### config.mk
export PLATFORM = sky130hd
export DESIGN_NAME = touch_point_conditioner_core
export DESIGN_NICKNAME = d
export VERILOG_FILES = /design/src/sv/tpc_pkg.sv /design/src/sv/tpc_cfg_regs.sv /design/src/sv/tpc_serial_div.sv /design/src/sv/tpc_ctrl.sv /design/src/sv/tpc_datapath.sv /design/src/sv/touch_point_conditioner_core.sv
export SDC_FILE = /design/constraint.sdc
export NUM_CORES = 1
export LEC_CHECK = 0
export ABC_CLOCK_PERIOD_IN_PS = 15880
export BUFFER_PORTS_ARGS = -buffer_cell sky130_fd_sc_hd__buf_2
export CORE_MARGIN = 2
export CORE_UTILIZATION = 30
export CTS_CLUSTER_SIZE = 16
export DETAILED_ROUTE_END_ITERATION = 7
export HOLD_SLACK_MARGIN = 0.15
export PLACE_DENSITY_LB_ADDON = 0.3
export SYNTH_ARGS = -nofsm -noshare
export SYNTH_HDL_FRONTEND = slang
export SYNTH_SLANG_ARGS = --single-unit
### constraint.sdc
create_clock -name clk -period 15.88 [get_ports clk]
set_input_delay 1.588 -clock clk [delete_from_list [all_inputs] [get_ports clk]]
set_output_delay 1.588 -clock clk [all_outputs]
set_load 0.05 [all_outputs]
### src/sv/tpc_pkg.sv
// ----------------------------------------------------------------------------
// touch point conditioner package
// Shared types, widths, register indexes and controller codes.
// ----------------------------------------------------------------------------
`timescale 1ns / 1ps

package tpc_pkg;

    localparam int COORD_W              = 10;
    localparam int AVG_W                = 14;
    localparam int FRAC_W               = 4;
    localparam int TIME_W               = 32;
    localparam int TIMEOUT_W            = 16;
    localparam int CFG_IDX_W            = 3;
    localparam int CFG_DATA_W           = 16;
    localparam int DEFAULT_FILTER_DEPTH = 8;

    // configuration register indexes
    localparam logic [CFG_IDX_W-1:0] REG_WINDOW_MIN_X    = 3'd0;
    localparam logic [CFG_IDX_W-1:0] REG_WINDOW_MAX_X    = 3'd1;
    localparam logic [CFG_IDX_W-1:0] REG_WINDOW_MIN_Y    = 3'd2;
    localparam logic [CFG_IDX_W-1:0] REG_WINDOW_MAX_Y    = 3'd3;
    localparam logic [CFG_IDX_W-1:0] REG_DEADZONE        = 3'd4;
    localparam logic [CFG_IDX_W-1:0] REG_LOST_TIMEOUT_MS = 3'd5;

    // reset values
    localparam logic [COORD_W-1:0]   RST_WINDOW_MIN    = 10'd0;
    localparam logic [COORD_W-1:0]   RST_WINDOW_MAX    = 10'd1023;
    localparam logic [COORD_W-1:0]   RST_DEADZONE      = 10'd5;
    localparam logic [TIMEOUT_W-1:0] RST_LOST_TIMEOUT  = 16'd1000;

    typedef struct packed {
        logic [COORD_W-1:0] x_raw;
        logic [COORD_W-1:0] y_raw;
        logic               pressed;
        logic [TIME_W-1:0]  time_ms;
    } tpc_in_t;

    typedef struct packed {
        logic [AVG_W-1:0] avg_x;
        logic [AVG_W-1:0] avg_y;
        logic             in_window;
        logic             go_home;
    } tpc_out_t;

    typedef struct packed {
        logic [COORD_W-1:0]   window_min_x;
        logic [COORD_W-1:0]   window_max_x;
        logic [COORD_W-1:0]   window_min_y;
        logic [COORD_W-1:0]   window_max_y;
        logic [COORD_W-1:0]   deadzone;
        logic [TIMEOUT_W-1:0] lost_timeout_ms;
    } tpc_cfg_t;

    typedef enum logic [2:0] {
        ST_IDLE,
        ST_UPDATE,
        ST_BOUND,
        ST_CHECK,
        ST_DIVIDE,
        ST_FINISH
    } tpc_state_t;

    typedef struct packed {
        logic load;
        logic update;
        logic bound;
        logic check;
        logic finish;
    } tpc_cmd_t;

    typedef struct packed {
        logic div_done;
        logic out_free;
    } tpc_status_t;

endpackage

### src/sv/tpc_cfg_regs.sv
// ----------------------------------------------------------------------------
// tpc configuration registers
// Write-only register file for window bounds, deadzone and lost timeout.
// ----------------------------------------------------------------------------
`timescale 1ns / 1ps

module tpc_cfg_regs (
    input  logic                             clk,
    input  logic                             rst_n,
    input  logic                             cfg_we,
    input  logic [tpc_pkg::CFG_IDX_W-1:0]    cfg_index,
    input  logic [tpc_pkg::CFG_DATA_W-1:0]   cfg_data,
    output tpc_pkg::tpc_cfg_t                cfg
);

    tpc_pkg::tpc_cfg_t cfg_reg;
    tpc_pkg::tpc_cfg_t cfg_next;

    always_comb
    begin
        cfg_next = cfg_reg;
        if (cfg_we)
        begin
            unique case (cfg_index)
                tpc_pkg::REG_WINDOW_MIN_X:
                    cfg_next.window_min_x = cfg_data[tpc_pkg::COORD_W-1:0];
                tpc_pkg::REG_WINDOW_MAX_X:
                    cfg_next.window_max_x = cfg_data[tpc_pkg::COORD_W-1:0];
                tpc_pkg::REG_WINDOW_MIN_Y:
                    cfg_next.window_min_y = cfg_data[tpc_pkg::COORD_W-1:0];
                tpc_pkg::REG_WINDOW_MAX_Y:
                    cfg_next.window_max_y = cfg_data[tpc_pkg::COORD_W-1:0];
                tpc_pkg::REG_DEADZONE:
                    cfg_next.deadzone = cfg_data[tpc_pkg::COORD_W-1:0];
                tpc_pkg::REG_LOST_TIMEOUT_MS:
                    cfg_next.lost_timeout_ms = cfg_data[tpc_pkg::TIMEOUT_W-1:0];
                default:
                    cfg_next = cfg_reg;
            endcase
        end
    end

    always_ff @(posedge clk or negedge rst_n)
    begin
        if (!rst_n)
        begin
            cfg_reg.window_min_x    <= tpc_pkg::RST_WINDOW_MIN;
            cfg_reg.window_max_x    <= tpc_pkg::RST_WINDOW_MAX;
            cfg_reg.window_min_y    <= tpc_pkg::RST_WINDOW_MIN;
            cfg_reg.window_max_y    <= tpc_pkg::RST_WINDOW_MAX;
            cfg_reg.deadzone        <= tpc_pkg::RST_DEADZONE;
            cfg_reg.lost_timeout_ms <= tpc_pkg::RST_LOST_TIMEOUT;
        end
        else
        begin
            cfg_reg <= cfg_next;
        end
    end

    assign cfg = cfg_reg;

endmodule

### src/sv/tpc_serial_div.sv
// ----------------------------------------------------------------------------
// tpc serial divider
// Restoring divider, one quotient bit per cycle.
// ----------------------------------------------------------------------------
`timescale 1ns / 1ps

module tpc_serial_div #(
    parameter int DIVIDEND_W = 17,
    parameter int DIVISOR_W  = 4
) (
    input  logic                  clk,
    input  logic                  rst_n,
    input  logic                  start,
    input  logic [DIVIDEND_W-1:0] dividend,
    input  logic [DIVISOR_W-1:0]  divisor,
    output logic [DIVIDEND_W-1:0] quotient,
    output logic                  done
);

    localparam int STEP_W = $clog2(DIVIDEND_W + 1);

    logic [DIVIDEND_W-1:0] quo_reg;
    logic [DIVIDEND_W-1:0] quo_next;
    logic [DIVISOR_W-1:0]  rem_reg;
    logic [DIVISOR_W-1:0]  rem_next;
    logic [DIVISOR_W-1:0]  div_reg;
    logic [STEP_W-1:0]     step_reg;
    logic [STEP_W-1:0]     step_next;
    logic [DIVISOR_W:0]    trial;
    logic [DIVISOR_W:0]    diff;
    logic                  fits;

    assign trial = {rem_reg, quo_reg[DIVIDEND_W-1]};
    assign diff  = trial - {1'b0, div_reg};
    assign fits  = (trial >= {1'b0, div_reg});
    assign done  = (step_reg == '0);

    always_comb
    begin
        quo_next  = quo_reg;
        rem_next  = rem_reg;
        step_next = step_reg;
        if (start)
        begin
            quo_next  = dividend;
            rem_next  = '0;
            step_next = STEP_W'(DIVIDEND_W);
        end
        else if (!done)
        begin
            // shift the dividend out while quotient bits shift in
            quo_next  = {quo_reg[DIVIDEND_W-2:0], fits};
            rem_next  = fits ? diff[DIVISOR_W-1:0] : trial[DIVISOR_W-1:0];
            step_next = step_reg - 1'b1;
        end
    end

    always_ff @(posedge clk or negedge rst_n)
    begin
        if (!rst_n)
        begin
            step_reg <= '0;
        end
        else
        begin
            step_reg <= step_next;
        end
    end

    always_ff @(posedge clk)
    begin
        quo_reg <= quo_next;
        rem_reg <= rem_next;
        if (start)
        begin
            div_reg <= divisor;
        end
    end

    assign quotient = quo_reg;

endmodule

### src/sv/tpc_ctrl.sv
// ----------------------------------------------------------------------------
// tpc controller
// Sequences one item through update, bound, check, divide and finish.
// ----------------------------------------------------------------------------
`timescale 1ns / 1ps

module tpc_ctrl (
    input  logic                 clk,
    input  logic                 rst_n,
    input  logic                 in_valid,
    output logic                 in_stall,
    input  tpc_pkg::tpc_status_t status,
    output tpc_pkg::tpc_cmd_t    cmd
);

    tpc_pkg::tpc_state_t state_reg;
    tpc_pkg::tpc_state_t state_next;

    always_comb
    begin
        state_next = state_reg;
        unique case (state_reg)
            tpc_pkg::ST_IDLE:
                if (in_valid)
                begin
                    state_next = tpc_pkg::ST_UPDATE;
                end
            tpc_pkg::ST_UPDATE:
                state_next = tpc_pkg::ST_BOUND;
            tpc_pkg::ST_BOUND:
                state_next = tpc_pkg::ST_CHECK;
            tpc_pkg::ST_CHECK:
                state_next = tpc_pkg::ST_DIVIDE;
            tpc_pkg::ST_DIVIDE:
                if (status.div_done)
                begin
                    state_next = tpc_pkg::ST_FINISH;
                end
            tpc_pkg::ST_FINISH:
                if (status.out_free)
                begin
                    state_next = tpc_pkg::ST_IDLE;
                end
            default:
                state_next = tpc_pkg::ST_IDLE;
        endcase
    end

    always_comb
    begin
        cmd      = '0;
        in_stall = 1'b1;
        unique case (state_reg)
            tpc_pkg::ST_IDLE:
            begin
                in_stall = 1'b0;
                cmd.load = in_valid;
            end
            tpc_pkg::ST_UPDATE:
                cmd.update = 1'b1;
            tpc_pkg::ST_BOUND:
                cmd.bound = 1'b1;
            tpc_pkg::ST_CHECK:
                cmd.check = 1'b1;
            tpc_pkg::ST_DIVIDE:
                cmd = '0;
            tpc_pkg::ST_FINISH:
                cmd.finish = status.out_free;
            default:
                cmd = '0;
        endcase
    end

    always_ff @(posedge clk or negedge rst_n)
    begin
        if (!rst_n)
        begin
            state_reg <= tpc_pkg::ST_IDLE;
        end
        else
        begin
            state_reg <= state_next;
        end
    end

endmodule

### src/sv/tpc_datapath.sv
// ----------------------------------------------------------------------------
// tpc datapath
// Deadzone, sample ring with running sums, window test, averaging dividers
// and the result register.
// ----------------------------------------------------------------------------
`timescale 1ns / 1ps

module tpc_datapath #(
    parameter int FILTER_DEPTH = tpc_pkg::DEFAULT_FILTER_DEPTH
) (
    input  logic                 clk,
    input  logic                 rst_n,
    input  tpc_pkg::tpc_cmd_t    cmd,
    output tpc_pkg::tpc_status_t status,
    input  tpc_pkg::tpc_cfg_t    cfg,
    input  tpc_pkg::tpc_in_t     in_item,
    input  logic                 out_stall,
    output logic                 out_valid,
    output tpc_pkg::tpc_out_t    out_item
);

    localparam int COORD_W = tpc_pkg::COORD_W;
    localparam int SLOT_W  = (FILTER_DEPTH > 1) ? $clog2(FILTER_DEPTH) : 1;
    localparam int CNT_W   = $clog2(FILTER_DEPTH + 1);
    localparam int SUM_W   = COORD_W + $clog2(FILTER_DEPTH);
    localparam int PROD_W  = COORD_W + CNT_W;
    localparam int DIV_W   = SUM_W + tpc_pkg::FRAC_W;

    // sample ring, x in the upper half of each entry
    logic [2*COORD_W-1:0] ring_mem [FILTER_DEPTH];
    logic [2*COORD_W-1:0] rd_reg;

    tpc_pkg::tpc_in_t     raw_reg;
    logic [SLOT_W-1:0]    slot_reg;
    logic [SLOT_W-1:0]    slot_next;
    logic                 ring_full_reg;
    logic                 ring_full_next;
    logic [SUM_W-1:0]     sum_x_reg;
    logic [SUM_W-1:0]     sum_y_reg;
    logic [COORD_W-1:0]   last_x_reg;
    logic [COORD_W-1:0]   last_y_reg;
    logic [tpc_pkg::TIME_W-1:0] last_seen_reg;
    logic [CNT_W-1:0]     count_reg;
    logic [CNT_W-1:0]     count_next;
    logic [PROD_W-1:0]    lo_x_reg;
    logic [PROD_W-1:0]    hi_x_reg;
    logic [PROD_W-1:0]    lo_y_reg;
    logic [PROD_W-1:0]    hi_y_reg;
    logic                 inside_reg;
    logic                 home_reg;
    logic                 out_valid_reg;
    logic                 out_valid_next;
    tpc_pkg::tpc_out_t    out_item_reg;

    logic [COORD_W-1:0]   diff_x;
    logic [COORD_W-1:0]   diff_y;
    logic [COORD_W-1:0]   x_dz;
    logic [COORD_W-1:0]   y_dz;
    logic [COORD_W-1:0]   old_x;
    logic [COORD_W-1:0]   old_y;
    logic [PROD_W-1:0]    sum_x_ext;
    logic [PROD_W-1:0]    sum_y_ext;
    logic [tpc_pkg::TIME_W-1:0] elapsed;
    logic                 in_area;
    logic                 home;
    logic [DIV_W-1:0]     quo_x;
    logic [DIV_W-1:0]     quo_y;
    logic                 div_done_x;
    logic                 div_done_y;

    // deadzone against the last accepted coordinate
    assign diff_x = (raw_reg.x_raw >= last_x_reg) ? raw_reg.x_raw - last_x_reg
                                                  : last_x_reg - raw_reg.x_raw;
    assign diff_y = (raw_reg.y_raw >= last_y_reg) ? raw_reg.y_raw - last_y_reg
                                                  : last_y_reg - raw_reg.y_raw;
    assign x_dz   = (diff_x < cfg.deadzone) ? last_x_reg : raw_reg.x_raw;
    assign y_dz   = (diff_y < cfg.deadzone) ? last_y_reg : raw_reg.y_raw;

    // slots not yet written since reset count as zero
    assign old_x = ring_full_reg ? rd_reg[2*COORD_W-1:COORD_W] : '0;
    assign old_y = ring_full_reg ? rd_reg[COORD_W-1:0] : '0;

    always_comb
    begin
        slot_next      = slot_reg + 1'b1;
        ring_full_next = ring_full_reg;
        if (slot_reg == SLOT_W'(FILTER_DEPTH - 1))
        begin
            slot_next      = '0;
            ring_full_next = 1'b1;
        end
    end

    assign count_next = ring_full_reg ? CNT_W'(FILTER_DEPTH) : CNT_W'(slot_reg);

    assign sum_x_ext = PROD_W'(sum_x_reg);
    assign sum_y_ext = PROD_W'(sum_y_reg);
    assign elapsed   = raw_reg.time_ms - last_seen_reg;

    assign in_area = raw_reg.pressed && (count_reg != '0)
                  && (sum_x_ext >= lo_x_reg) && (sum_x_ext <= hi_x_reg)
                  && (sum_y_ext >= lo_y_reg) && (sum_y_ext <= hi_y_reg);
    assign home    = !in_area && (elapsed >= tpc_pkg::TIME_W'(cfg.lost_timeout_ms));

    always_ff @(posedge clk)
    begin
        if (cmd.load)
        begin
            rd_reg <= ring_mem[slot_reg];
        end
        if (cmd.update && raw_reg.pressed)
        begin
            ring_mem[slot_reg] <= {x_dz, y_dz};
        end
    end

    always_ff @(posedge clk or negedge rst_n)
    begin
        if (!rst_n)
        begin
            slot_reg      <= '0;
            ring_full_reg <= 1'b0;
            sum_x_reg     <= '0;
            sum_y_reg     <= '0;
            last_x_reg    <= '0;
            last_y_reg    <= '0;
            last_seen_reg <= '0;
        end
        else
        begin
            if (cmd.update && raw_reg.pressed)
            begin
                sum_x_reg     <= sum_x_reg - SUM_W'(old_x) + SUM_W'(x_dz);
                sum_y_reg     <= sum_y_reg - SUM_W'(old_y) + SUM_W'(y_dz);
                slot_reg      <= slot_next;
                ring_full_reg <= ring_full_next;
                last_x_reg    <= x_dz;
                last_y_reg    <= y_dz;
            end
            if (cmd.check && in_area)
            begin
                last_seen_reg <= raw_reg.time_ms;
            end
        end
    end

    always_ff @(posedge clk)
    begin
        if (cmd.load)
        begin
            raw_reg <= in_item;
        end
        if (cmd.bound)
        begin
            count_reg <= count_next;
            lo_x_reg  <= PROD_W'(cfg.window_min_x) * PROD_W'(count_next);
            hi_x_reg  <= PROD_W'(cfg.window_max_x) * PROD_W'(count_next);
            lo_y_reg  <= PROD_W'(cfg.window_min_y) * PROD_W'(count_next);
            hi_y_reg  <= PROD_W'(cfg.window_max_y) * PROD_W'(count_next);
        end
        if (cmd.check)
        begin
            inside_reg <= in_area;
            home_reg   <= home;
        end
        if (cmd.finish)
        begin
            out_item_reg.avg_x     <= (count_reg == '0) ? '0 : quo_x[tpc_pkg::AVG_W-1:0];
            out_item_reg.avg_y     <= (count_reg == '0) ? '0 : quo_y[tpc_pkg::AVG_W-1:0];
            out_item_reg.in_window <= inside_reg;
            out_item_reg.go_home   <= home_reg;
        end
    end

    tpc_serial_div #(
        .DIVIDEND_W (DIV_W),
        .DIVISOR_W  (CNT_W)
    ) u_div_x (
        .clk      (clk),
        .rst_n    (rst_n),
        .start    (cmd.bound),
        .dividend ({sum_x_reg, {tpc_pkg::FRAC_W{1'b0}}}),
        .divisor  (count_next),
        .quotient (quo_x),
        .done     (div_done_x)
    );

    tpc_serial_div #(
        .DIVIDEND_W (DIV_W),
        .DIVISOR_W  (CNT_W)
    ) u_div_y (
        .clk      (clk),
        .rst_n    (rst_n),
        .start    (cmd.bound),
        .dividend ({sum_y_reg, {tpc_pkg::FRAC_W{1'b0}}}),
        .divisor  (count_next),
        .quotient (quo_y),
        .done     (div_done_y)
    );

    // result register frees the controller while a result waits
    always_comb
    begin
        out_valid_next = out_valid_reg;
        if (cmd.finish)
        begin
            out_valid_next = 1'b1;
        end
        else if (out_valid_reg && !out_stall)
        begin
            out_valid_next = 1'b0;
        end
    end

    always_ff @(posedge clk or negedge rst_n)
    begin
        if (!rst_n)
        begin
            out_valid_reg <= 1'b0;
        end
        else
        begin
            out_valid_reg <= out_valid_next;
        end
    end

    assign status.div_done = div_done_x && div_done_y;
    assign status.out_free = !out_valid_reg || !out_stall;
    assign out_valid       = out_valid_reg;
    assign out_item        = out_item_reg;

    a_finish_free: assert property (@(posedge clk) disable iff (!rst_n)
        cmd.finish |-> (!out_valid_reg || !out_stall))
        else $error("result loaded over a waiting result");

    a_div_idle_at_start: assert property (@(posedge clk) disable iff (!rst_n)
        cmd.bound |-> (div_done_x && div_done_y))
        else $error("division started while busy");

    a_full_stays: assert property (@(posedge clk) disable iff (!rst_n)
        ring_full_reg |=> ring_full_reg)
        else $error("ring full flag dropped");

    a_flags_exclusive: assert property (@(posedge clk) disable iff (!rst_n)
        out_valid_reg |-> !(out_item_reg.in_window && out_item_reg.go_home))
        else $error("in_window and go_home both set");

    a_inside_needs_samples: assert property (@(posedge clk) disable iff (!rst_n)
        (out_valid_reg && out_item_reg.in_window) |-> (ring_full_reg || slot_reg != '0))
        else $error("in_window with an empty ring");

endmodule

### src/sv/touch_point_conditioner_core.sv
// ----------------------------------------------------------------------------
// touch point conditioner core
// Deadzone and moving average over touch samples with window and lost test.
//
//   channel   direction  handshake            payload
//   in        input      in_valid / in_stall  tpc_in_t  (x_raw y_raw pressed time_ms)
//   out       output     out_valid/out_stall  tpc_out_t (avg_x avg_y in_window go_home)
//   cfg       input      cfg_we               cfg_index, cfg_data
//
// a new item is taken only once the previous one has left the finish step
// the bit-serial averaging dividers start in the bound step; divide waits until both are done
// a finished result waits in the output register while the next item is taken
// a result still waiting when the next one is finished holds that item back
// reset clears the ring fill state, sums and flags at once, no clearing pass
// ----------------------------------------------------------------------------
`timescale 1ns / 1ps

module touch_point_conditioner_core #(
    parameter int FILTER_DEPTH = tpc_pkg::DEFAULT_FILTER_DEPTH
) (
    input  logic                           clk,
    input  logic                           rst_n,
    input  logic                           in_valid,
    output logic                           in_stall,
    input  tpc_pkg::tpc_in_t               in_item,
    output logic                           out_valid,
    input  logic                           out_stall,
    output tpc_pkg::tpc_out_t              out_item,
    input  logic                           cfg_we,
    input  logic [tpc_pkg::CFG_IDX_W-1:0]  cfg_index,
    input  logic [tpc_pkg::CFG_DATA_W-1:0] cfg_data
);

    tpc_pkg::tpc_cfg_t    cfg;
    tpc_pkg::tpc_cmd_t    cmd;
    tpc_pkg::tpc_status_t status;

    tpc_cfg_regs u_cfg_regs (
        .clk       (clk),
        .rst_n     (rst_n),
        .cfg_we    (cfg_we),
        .cfg_index (cfg_index),
        .cfg_data  (cfg_data),
        .cfg       (cfg)
    );

    tpc_ctrl u_ctrl (
        .clk      (clk),
        .rst_n    (rst_n),
        .in_valid (in_valid),
        .in_stall (in_stall),
        .status   (status),
        .cmd      (cmd)
    );

    tpc_datapath #(
        .FILTER_DEPTH (FILTER_DEPTH)
    ) u_datapath (
        .clk       (clk),
        .rst_n     (rst_n),
        .cmd       (cmd),
        .status    (status),
        .cfg       (cfg),
        .in_item   (in_item),
        .out_stall (out_stall),
        .out_valid (out_valid),
        .out_item  (out_item)
    );

endmodule
==> flow_metrics.env, run 1 <==
export IMPL_fin_util=0.3430
export IMPL_syn_to_final_growth_pct=13.66
export IMPL_power_density_nw_per_um2=231.6
export IMPL_drtIter0Drc=1189
export IMPL_final_setup_tns_ns=0
export IMPL_cts_tree="yes"
export IMPL_rsz0062_at_grt="no"
export IMPL_cts_root_buf="clkbuf_16"
export IMPL_slowest_delay_ns=0.77
export IMPL_synthArstFlopShare=0.3062
export IMPL_synth_area_leader_cell="edfxtp_1"
export IMPL_fp_dieW_um=326.2
export IMPL_antenna_left=0
export IMPL_path_class="reg -> reg"
export IMPL_avgSynthCellArea_sq_um=11.28
export IMPL_synth_edf_count=351
export IMPL_hold_viol_final=0
export IMPL_ys_ff_latch=529
export IMPL_cp_common_cell="a21oi_1"
export IMPL_synth_cell_type_count=86
export IMPL_crit_required_ns=16.43
export IMPL_cts_buffers=58
export IMPL_synth_top_cell_area_share=0.3384
export IMPL_dr_pass1_iters=6
export IMPL_whs_ns=0.4189
export IMPL_fin_skew_ns=0.02560
export IMPL_n_fill_cell=10270
export IMPL_status="complete, no violations"
export IMPL_rows=118
export IMPL_core_area_sq_um=103200
export IMPL_worst_slew_pin_transition_ns=1.245
export IMPL_avgRoutedWirePerCell_um=18.34
export IMPL_cp_max_fo=21
export IMPL_yosysSeqAreaShare=0.4800
export IMPL_synth_cells=2762
export IMPL_place_port_buffers=108
export IMPL_gp_congestion=0.8184
export IMPL_groute_usage_overall=0.1487
export IMPL_antenna_found_initial=9
export IMPL_reg2reg_to="u_datapath.sum_y_reg[12]$_DFFE_PN0P_"
export IMPL_ios=109
export IMPL_h_tree_depth=2
export IMPL_cts_resized=0
export IMPL_reg2reg_from="u_datapath.raw_reg[33]$_DFFE_PP_"
export IMPL_finalCritPeriodShare=0.5087
export IMPL_syn_num_nets=3195
export IMPL_grt_overflow_total=0
export IMPL_finalSetupViolCount=0
export IMPL_max_freq_mhz=123.8
export IMPL_dp_hpwl_mm=55.16
export IMPL_clk_latency_ns=0.64
export IMPL_crit_end="u_datapath.sum_y_reg[12]$_DFFE_PN0P_"
export IMPL_start_kind="flop"
export IMPL_hold_class="reg -> reg"
export IMPL_initial_utilization=0.3018
export IMPL_grt_max_degree=77
export IMPL_drv_cap=0
export IMPL_nNetsFinal=3308
export IMPL_clockBufferDepth=3
export IMPL_grt_pass1_vias=20770
export IMPL_routed_wirelength_mm=78.97
export IMPL_drive_gt1_frac=0.1309
export IMPL_drc=0
export IMPL_synth_ff_type="edfxtp_1"
export IMPL_synth_area_top_cells="edfxtp_1 (34%), dfrtp_1 (11%), ha_1 (11%)"
export IMPL_largest_reg_flops=160
export IMPL_endpoint_kind="flop"
export IMPL_antennaDiodeCount=0
export IMPL_slew_viol_final=0
export IMPL_yosysWarnings=0
export IMPL_p_leak_uw=0.01492
export IMPL_die_area_sq_um=106400
export IMPL_cp_slowest_cell="mux2i_1"
export IMPL_routed_via_count=20600
export IMPL_synth_area_sq_um=31140
export IMPL_power_total_uw=8199
export IMPL_clkSinkCount=529
export IMPL_ir_drop_v=0.0001551
export IMPL_grt_pass1_wl_mm=123.5
export IMPL_reg2regPathDepth=32
export IMPL_die_height_um=326.2
export IMPL_clk_pin_slew_ns=0.06
export IMPL_post_cts_setup_buffers=0
export IMPL_ctsHoldBuffers=0
export IMPL_reg2reg_slack_ns=7.80
export IMPL_period_minus_slack_ns=8.079
export IMPL_worstPathArrival_ns=8.62
export IMPL_slew_headroom=0.1670
export IMPL_startpoint="u_datapath.raw_reg[33]$_DFFE_PP_"
export IMPL_via_per_inst=4.785
[Yosys cell counts, drive strengths merged, types with 4 or more instances]
cell type,instances
inv,300
nor3,31
a21boi,5
nor2,99
xnor2,66
mux2,106
a31oi,9
nand2,264
mux2i,59
a211oi,15
dfrtp,134
nand3,41
edfxtp,351
nor2b,52
dfstp,28
and2,90
nor3b,5
xor2,34
fa,91
o21ai,109
a211o,4
o21a,15
o2111ai,11
o21bai,20
nand3b,5
buf,20
o31ai,6
or3,10
nor4,5
or2,8
and3,7
dfxtp,16
o211ai,12
a22oi,81
nand2b,15
nand4,41
clkbuf,78
a21o,47
nand4b,4
ha,265
o41ai,6
a2111oi,10
a21oi,135
[per-layer routing]
layer	track usage	vias up	part of all wire
met5	0	-	0.00032
met4	0.03316	4	0.019
met3	0.01882	83	0.038
met2	0.2481	347	0.47
met1	0.2056	10170	0.48
li1	-	10000	-
[where the power goes]
group	internal, uW	total (uW)	switching, uW
Combinational	1780	4410	2630
Clock	820	1400	578
Sequential	2130	2390	259
[how the worst min path moves through the flow]
stage,slack (ns),depth (start not counted),to,from
2_1_floorplan,0.40,0,u_datapath.out_item[0]$_DFFE_PP_,u_datapath.home_reg$_DFFE_PP_
3_3_place_gp,0.40,0,u_datapath.out_item[1]$_DFFE_PP_,u_datapath.inside_reg$_DFFE_PP_
3_5_place_dp,0.41,0,u_datapath.out_item[0]$_DFFE_PP_,u_datapath.home_reg$_DFFE_PP_
4_1_cts,0.42,0,u_datapath.out_item[0]$_DFFE_PP_,u_datapath.home_reg$_DFFE_PP_
5_1_grt,0.42,0,u_datapath.out_item[0]$_DFFE_PP_,u_datapath.home_reg$_DFFE_PP_
6_report,0.42,0,u_datapath.out_item[0]$_DFFE_PP_,u_datapath.home_reg$_DFFE_PP_
[cell families after synthesis]
| family | after synthesis | share of synthesized area |
|---|---|---|
| buf+inv | 399 | 0.04945 |
| mux | 165 | 0.05729 |
| fa+ha+maj | 356 | 0.1650 |
| simple gates | 691 | 0.1089 |
| xor+xnor | 100 | 0.02812 |
| flops | 529 | 0.4800 |
| compound gates | 522 | 0.1113 |
[cell type report]
cell class                      count  area, sq um  area share
Sequential cell                   529        14950      0.4223
Multi-Input combinational cell   1834        14750      0.4166
Tap cell                         1380         1727     0.04878
Clock buffer                       88         1690     0.04775
Inverter                          301         1131     0.03195
Timing Repair Buffer              151        869.6     0.02456
Clock inverter                     22        284.0    0.008023
[cell usage in the layout, fill, tap and decap left out, types with 31 or more instances in the layout]
cell	count
edfxtp_1	351
inv_1	300
ha_1	265
nand2_1	263
a21oi_1	133
dfrtp_1	133
buf_2	107
o21ai_0	104
nor2_1	98
fa_1	91
and2_1	90
a22oi_1	81
mux2_2	75
xnor2_1	66
clkbuf_16	60
mux2i_1	58
nor2b_1	49
a21o_1	47
buf_4	43
nand3_1	41
nand4_1	41
xor2_1	34
mux2_1	31
[critical path, delay by kind of cell, from the launching register on]
kind	cells	cell delay, ns
simple gates	4	0.96
compound gates	17	3.49
mux	2	1.00
xor+xnor	2	0.25
buf+inv	2	0.18
flops	1	0.40
fa+ha+maj	5	1.72
[through the flow]
| stage | instances | area, sq um | setup WS (ns) |
|---|---|---|---|
| 3_5_place_dp | 4195 | 33430 | 7.890 |
| 2_1_floorplan | 2762 | 31140 | 9.145 |
| 4_1_cts | 4305 | 35400 | 7.794 |
| 5_1_grt | 4305 | 35400 | 6.915 |
| 3_3_place_gp | 4195 | 33430 | 7.936 |
| 6_report | 4305 | 35400 | 7.801 |
No activity file was read; power rests on OpenSTA's default activity.
==> run 2, diff against run 1 <==
ABC_AREA = 1   (was unset)
ABC_CLOCK_PERIOD_IN_PS = 7200   (was 15880)
clock period = 7.2 ns   (was 15.88 ns; I/O delays follow)
==> run 2 against run 1 <==
Highest routed layer unchanged. Clock power rose by 140%. Critical path depth fell by 4. Non-clock buffer count rose by 9. Largest power group unchanged. Maximum frequency rose by 34%. The flow now finishes with violations (DRC). Critical endpoint is now u_datapath.sum_x_reg[12]$_DFFE_PN0P_. Die area rose by 2.5%. Cell area rose by 3.0%. Combinational power rose by 110%.
==> flow_metrics.env, run 2 <==
export IMPL_hold_viol_final=0
export IMPL_clk_latency_ns=0.69
export IMPL_synth_ff_type="edfxtp_1"
export IMPL_drtIter0Drc=1630
export IMPL_fp_dieW_um=330.2
export IMPL_path_class="reg -> reg"
export IMPL_via_per_inst=4.638
export IMPL_antennaDiodeCount=0
export IMPL_ctsHoldBuffers=1
export IMPL_cts_buffers=58
export IMPL_place_port_buffers=108
export IMPL_dr_pass1_iters=8
export IMPL_synth_cell_type_count=62
export IMPL_violations="DRC"
export IMPL_finalCritPeriodShare=0.8393
export IMPL_slowest_delay_ns=0.58
export IMPL_syn_num_nets=3903
export IMPL_routed_via_count=23380
export IMPL_startpoint="u_datapath.last_x_reg[5]$_DFFE_PN0P_"
export IMPL_h_tree_depth=2
export IMPL_ys_ff_latch=529
export IMPL_cp_common_cell="nand2_1"
export IMPL_cp_slowest_cell="o2111ai_2"
export IMPL_synth_most_common_cell="nand2_1"
export IMPL_clockBufferDepth=3
export IMPL_placed_cell_area_sq_um=34330
export IMPL_clkSinkCount=529
export IMPL_p_leak_uw=0.01697
export IMPL_nNetsFinal=4034
export IMPL_core_area_sq_um=105400
export IMPL_finalWorstSetupSlack_ns=1.157
export IMPL_crit_end="u_datapath.sum_x_reg[12]$_DFFE_PN0P_"
export IMPL_die_height_um=330.2
export IMPL_start_kind="flop"
export IMPL_synth_edf_count=351
export IMPL_ios=109
export IMPL_cts_tree="yes"
export IMPL_initial_utilization=0.3028
export IMPL_reg2reg_to="u_datapath.sum_x_reg[12]$_DFFE_PN0P_"
export IMPL_ir_drop_v=0.0002953
export IMPL_rows=119
export IMPL_grt_pass1_wl_mm=131.8
export IMPL_slew_viol_final=0
export IMPL_drv_cap=0
export IMPL_synth_common_cells="nand2_1 (805), inv_1 (626), edfxtp_1 (351)"
export IMPL_grt_overflow_total=0
export IMPL_yosysWarnings=0
export IMPL_power_density_nw_per_um2=489.4
export IMPL_cts_resized=0
export IMPL_cp_max_fo=20
export IMPL_endpoint_kind="flop"
export IMPL_dp_hpwl_mm=61.97
export IMPL_fin_skew_ns=0.05983
export IMPL_drive_gt1_frac=0.09808
export IMPL_post_cts_setup_buffers=0
export IMPL_stdcell_area_sq_um=36470
export IMPL_worstPathArrival_ns=6.60
export IMPL_final_setup_tns_ns=0
export IMPL_grt_pass1_vias=22690
export IMPL_crit_buf_inv=2
export IMPL_reg2regPathDepth=28
export IMPL_drc=13
export IMPL_clk_pin_slew_ns=0.06
export IMPL_path_depth=28
export IMPL_avgRoutedWirePerCell_um=16.97
export IMPL_mostFrequentLayoutCells="nand2_1 (805), inv_1 (625), edfxtp_1 (351)"
export IMPL_die_area_sq_um=109000
export IMPL_largest_reg_flops=160
export IMPL_synthArstFlopShare=0.3062
export IMPL_grt_max_degree=61
export IMPL_dp_cells=4931
export IMPL_crit_required_ns=7.75
export IMPL_max_freq_mhz=165.5
export IMPL_synth_top_cell_area_share=0.3302
export IMPL_avgSynthCellArea_sq_um=9.199
export IMPL_final_common_cell="nand2_1"
export IMPL_period_minus_slack_ns=6.043
export IMPL_synth_area_leader_cell="edfxtp_1"
export IMPL_syn_to_final_growth_pct=14.23
export IMPL_rsz0062_at_grt="no"
export IMPL_yosysSeqAreaShare=0.4683
export IMPL_synth_cells=3470
export IMPL_routed_wirelength_mm=85.56
export IMPL_reg2reg_slack_ns=1.16
export IMPL_instances_no_fill=5041
export IMPL_worst_slew_pin_transition_ns=1.211
export IMPL_reg2reg_from="u_datapath.last_x_reg[5]$_DFFE_PN0P_"
export IMPL_hold_class="in -> reg"
export IMPL_finalSetupViolCount=0
export IMPL_synth_area_top_cells="edfxtp_1 (33%), dfrtp_1 (11%), ha_1 (10%)"
export IMPL_pre_cts_ws_ns=1.253
export IMPL_cts_root_buf="clkbuf_16"
export IMPL_antenna_found_initial=7
export IMPL_slew_headroom=0.1902
export IMPL_antenna_left=0
export IMPL_status="finished, violations left"
export IMPL_critical_path_top_delay_family="compound AO/OA/AOI/OAI gates"
export IMPL_n_fill_cell=10910
export IMPL_groute_usage_overall=0.1566
export IMPL_gp_congestion=0.8732
export IMPL_synth_area_sq_um=31920
==> run 2: changes by cell type after synthesis, moves of 58 or more <==
cell	change
a22oi_1	-59
and2_1	-84
inv_1	+326
mux2_2	-75
mux2i_1	-58
nand2_1	+542
nor2_1	+120
o21ai_0	+98
==> run 2: metrics by stage <==
step | total power (uW) | hold slack [ns] | util
after global placement | 14500 | 0.4067 | 0.3257
final | 17850 | 0.2068 | 0.3459
after detailed placement | 14570 | 0.4063 | 0.3257
after CTS | 17950 | 0.1651 | 0.3459
after floorplan | 11660 | 0.4003 | -
after global routing | 19440 | 0.1733 | 0.3459
==> run 2: worst reg2reg max path: cells and delay by family, from the launching register on <==
kind,cells,cell delay [ns]
buf+inv,2,0.28
flops,1,0.40
compound gates,9,1.98
simple gates,11,1.28
fa+ha+maj,4,1.64
xor+xnor,2,0.34
==> run 2: area by class of cell <==
class / count / area, sq um / area share
clock buffers: 70 / 1583 / 0.04341
clock inverters: 39 / 540.5 / 0.01482
inverters: 639 / 2400 / 0.06581
multi-input cells: 2213 / 14310 / 0.3924
flip-flops and latches: 529 / 14950 / 0.4100
well taps: 1391 / 1740 / 0.04773
repair buffers: 160 / 942.2 / 0.02584
==> run 2: worst min-delay path by stage <==
stage / start / endpoint / slack [ns] / cells after the start
2_1_floorplan: u_datapath.home_reg$_DFFE_PP_ / u_datapath.out_item[0]$_DFFE_PP_ / 0.40 / 0
3_3_place_gp: u_datapath.inside_reg$_DFFE_PP_ / u_datapath.out_item[1]$_DFFE_PP_ / 0.41 / 0
3_5_place_dp: u_datapath.inside_reg$_DFFE_PP_ / u_datapath.out_item[1]$_DFFE_PP_ / 0.41 / 0
4_1_cts: in_item[38] / u_datapath.raw_reg[38]$_DFFE_PP_ / 0.17 / 1
5_1_grt: in_item[38] / u_datapath.raw_reg[38]$_DFFE_PP_ / 0.17 / 1
6_report: in_item[41] / u_datapath.raw_reg[41]$_DFFE_PP_ / 0.21 / 1
==> run 2: cells by family (layout without fill, tap and decap cells) <==
| group | count (synthesis) | count (layout) | synth area share |
|---|---|---|---|
| AO/OA/AOI/OAI | 504 | 504 | 0.09121 |
| XOR/XNOR | 100 | 100 | 0.02744 |
| adder cells (fa/ha/maj) | 356 | 356 | 0.1609 |
| AND/OR/NAND/NOR | 1251 | 1251 | 0.1634 |
| buffers and inverters | 728 | 908 | 0.08803 |
| multiplexers | 2 | 2 | 0.0006663 |
| flip-flops | 529 | 529 | 0.4683 |
==> run 2: report_power, final <==
part           switching, uW  total (uW)  internal (uW)
Clock                   1350        3290           1940
Combinational           6170        9450           3290
Sequential               483        5100           4610
Total                   8000       17800           9850
==> run 2: per-layer routing <==
metal,up-vias,GRT usage,share of wire
li1,11610,-,-
met1,11170,0.2259,0.48
met2,489,0.2475,0.45
met3,106,0.02156,0.048
met4,4,0.03590,0.019
met5,-,0.009130,0.0018
==> run 3, diff against run 2 <==
ABC_AREA = 0   (was 1)
ABC_CLOCK_PERIOD_IN_PS = 5800   (was 7200)
clock period = 5.8 ns   (was 7.2 ns; I/O delays follow)
==> run 3 against run 2 <==
The flow finishes with violations (setup timing). Sequential share of layout area is 1.7 points lower. Die area decreased by 2.4%. Largest power group unchanged. Critical endpoint unchanged. Register-to-register slack got worse by 1.6 ns. Worst setup slack got worse by 1.6 ns.
==> flow_metrics.env, run 3 (synthesis gave the netlist of run 1 again) <==
export IMPL_largest_reg_flops=160
export IMPL_switching_power_uw=10890
export IMPL_start_kind="flop"
export IMPL_antenna_found_initial=6
export IMPL_core_area_sq_um=103200
export IMPL_die_height_um=326.2
export IMPL_routed_wirelength_mm=83.27
export IMPL_die_area_sq_um=106400
export IMPL_hold_viol_final=0
export IMPL_h_tree_depth=2
export IMPL_path_class="reg -> reg"
export IMPL_rows=118
export IMPL_slew_viol_final=0
export IMPL_grt_pass1_wl_mm=129.2
export IMPL_clk_pin_slew_ns=0.06
export IMPL_whs_ns=0.2227
export IMPL_n_fill_cell=10150
export IMPL_crit_required_ns=6.36
export IMPL_cp_max_fo=5
export IMPL_cts_buffers=60
export IMPL_antenna_left=0
export IMPL_worstPathArrival_ns=6.80
export IMPL_routed_via_count=21580
export IMPL_dp_cells=4359
export IMPL_dr_pass1_iters=5
export IMPL_period_minus_slack_ns=6.241
export IMPL_finalWorstSetupSlack_ns=-0.4413
export IMPL_fp_dieW_um=326.2
export IMPL_slew_headroom=0.3062
export IMPL_initial_utilization=0.3018
export IMPL_p_leak_uw=0.01621
export IMPL_hold_class="in -> reg"
export IMPL_gp_congestion=0.8262
export IMPL_finalSetupViolCount=13
export IMPL_mostFrequentLayoutCells="edfxtp_1 (351), inv_1 (295), nand2_1 (261)"
export IMPL_rsz0062_at_grt="yes"
export IMPL_endpoint_kind="flop"
export IMPL_power_share_sequential=0.246
export IMPL_via_per_inst=4.734
export IMPL_power_density_nw_per_um2=700.2
export IMPL_pwr_share_comb=0.609
export IMPL_fin_skew_ns=0.06109
export IMPL_p_sw_frac=0.4090
export IMPL_cp_slowest_cell="fa_1"
export IMPL_nNetsFinal=3560
export IMPL_grt_pass1_vias=21850
export IMPL_cts_root_buf="clkbuf_16"
export IMPL_worst_slew_pin_transition_ns=1.038
export IMPL_dp_hpwl_mm=58.90
export IMPL_drtIter0Drc=1102
export IMPL_drive_gt1_frac=0.2079
export IMPL_groute_usage_overall=0.1568
export IMPL_drc=0
export IMPL_grt_max_degree=88
export IMPL_intPower_uw=15730
export IMPL_ir_drop_v=0.0005463
export IMPL_avgRoutedWirePerCell_um=18.26
export IMPL_cts_tree="yes"
export IMPL_clockBufferDepth=3
export IMPL_violations="setup timing"
export IMPL_drv_cap=0
export IMPL_status="finished, violations left"
export IMPL_cp_common_cell="o21a_1"
export IMPL_syn_to_final_growth_pct=22.09
export IMPL_clockPowerShare=0.145
export IMPL_ios=109
export IMPL_clkSinkCount=529
export IMPL_power_total_uw=26620
export IMPL_grt_overflow_total=0
export IMPL_slowest_delay_ns=0.54
export IMPL_place_port_buffers=108
export IMPL_finalCritPeriodShare=1.076
export IMPL_clk_latency_ns=0.69
export IMPL_antennaDiodeCount=0
export IMPL_final_common_cell="edfxtp_1"
export IMPL_instances_no_fill=4559
export IMPL_max_freq_mhz=160.2
-- run 3: changes by cell type in the layout (fill, tap and decap cells not counted), sizes merged, moves of 104 or more --
cell	change
inv	-338
buf	+182
nand2	-546
nor2	-133
mux2	+105
o21ai	-104
-- run 3: area by class of cell --
cell class	instances	area, sq um	share of cell area
Sequential cell	529	14950	0.3932
Inverter	301	1131	0.02975
Tap cell	1380	1727	0.04541
Clock inverter	36	372.9	0.009806
Timing Repair Buffer	401	2938	0.07726
Clock buffer	78	1639	0.04310
Multi-Input combinational cell	1834	15270	0.4015
-- run 3: critical path: cells and delay by family (launching register included) --
kind / cells / cell delay (ns)
compound gates: 14 / 2.45
fa+ha+maj: 5 / 1.60
mux: 3 / 0.75
buf+inv: 5 / 0.51
flops: 1 / 0.41
simple gates: 2 / 0.26
xor+xnor: 1 / 0.15
-- run 3: power groups by stage --
stage | logic (uW) | clock network (uW) | registers, uW
detailed placement | 14300 | 0 | 6650
CTS | 15000 | 3970 | 6580
floorplan | 9500 | 0 | 6360
global placement | 14200 | 0 | 6630
global route | 18000 | 4120 | 6670
finish | 16200 | 3850 | 6550
-- run 3: metrics by stage --
stage,TNS [ns],util,cell area [sq um],worst slack (ns)
floorplan,-1.073,-,31310,-0.3027
global placement,-3.520,0.3373,34810,-0.5026
detailed placement,-4.361,0.3373,34810,-0.5812
CTS,-2.271,0.3649,37660,-0.4473
global route,-7.673,0.3685,38030,-0.8016
finish,-2.562,0.3685,38030,-0.4413
-- run 3: what timing repair did --
action	4_1_cts	5_1_grt
setup endpoints to repair	16	19
buffers inserted	14	17
resized for setup	35	58
hold buffers	61	0
pin swaps	40	35
hold endpoints to repair	140	0
-- run 3: layer usage --
metal  track usage  part of all wire
met1        0.2135              0.47
met2        0.2575              0.46
met3       0.02442             0.040
met4       0.04478             0.027
met5             0                 0
-- run 3: path summary, 6_finish.rpt --
| kind | from | endpoint | slack [ns] | cells after the start |
|---|---|---|---|---|
| worst min-delay path | in_valid | u_ctrl.state_reg[0]$_DFFE_PN0P_ | 0.22 | 3 |
| worst max register to register | u_datapath.raw_reg[43]$_DFFE_PP_ | u_datapath.sum_x_reg[12]$_DFFE_PN0P_ | -0.44 | 30 |
| worst min register to register | u_datapath.home_reg$_DFFE_PP_ | u_datapath.out_item[0]$_DFFE_PP_ | 0.43 | 0 |
| max in group asynchronous | rst_n | u_cfg_regs.cfg[53]$_DFFE_PN1P_ | 4.20 | 3 |
| min in group asynchronous | rst_n | u_datapath.out_valid$_DFFE_PN0P_ | 0.60 | 2 |
| worst max-delay path | u_datapath.raw_reg[43]$_DFFE_PP_ | u_datapath.sum_x_reg[12]$_DFFE_PN0P_ | -0.44 | 30 |
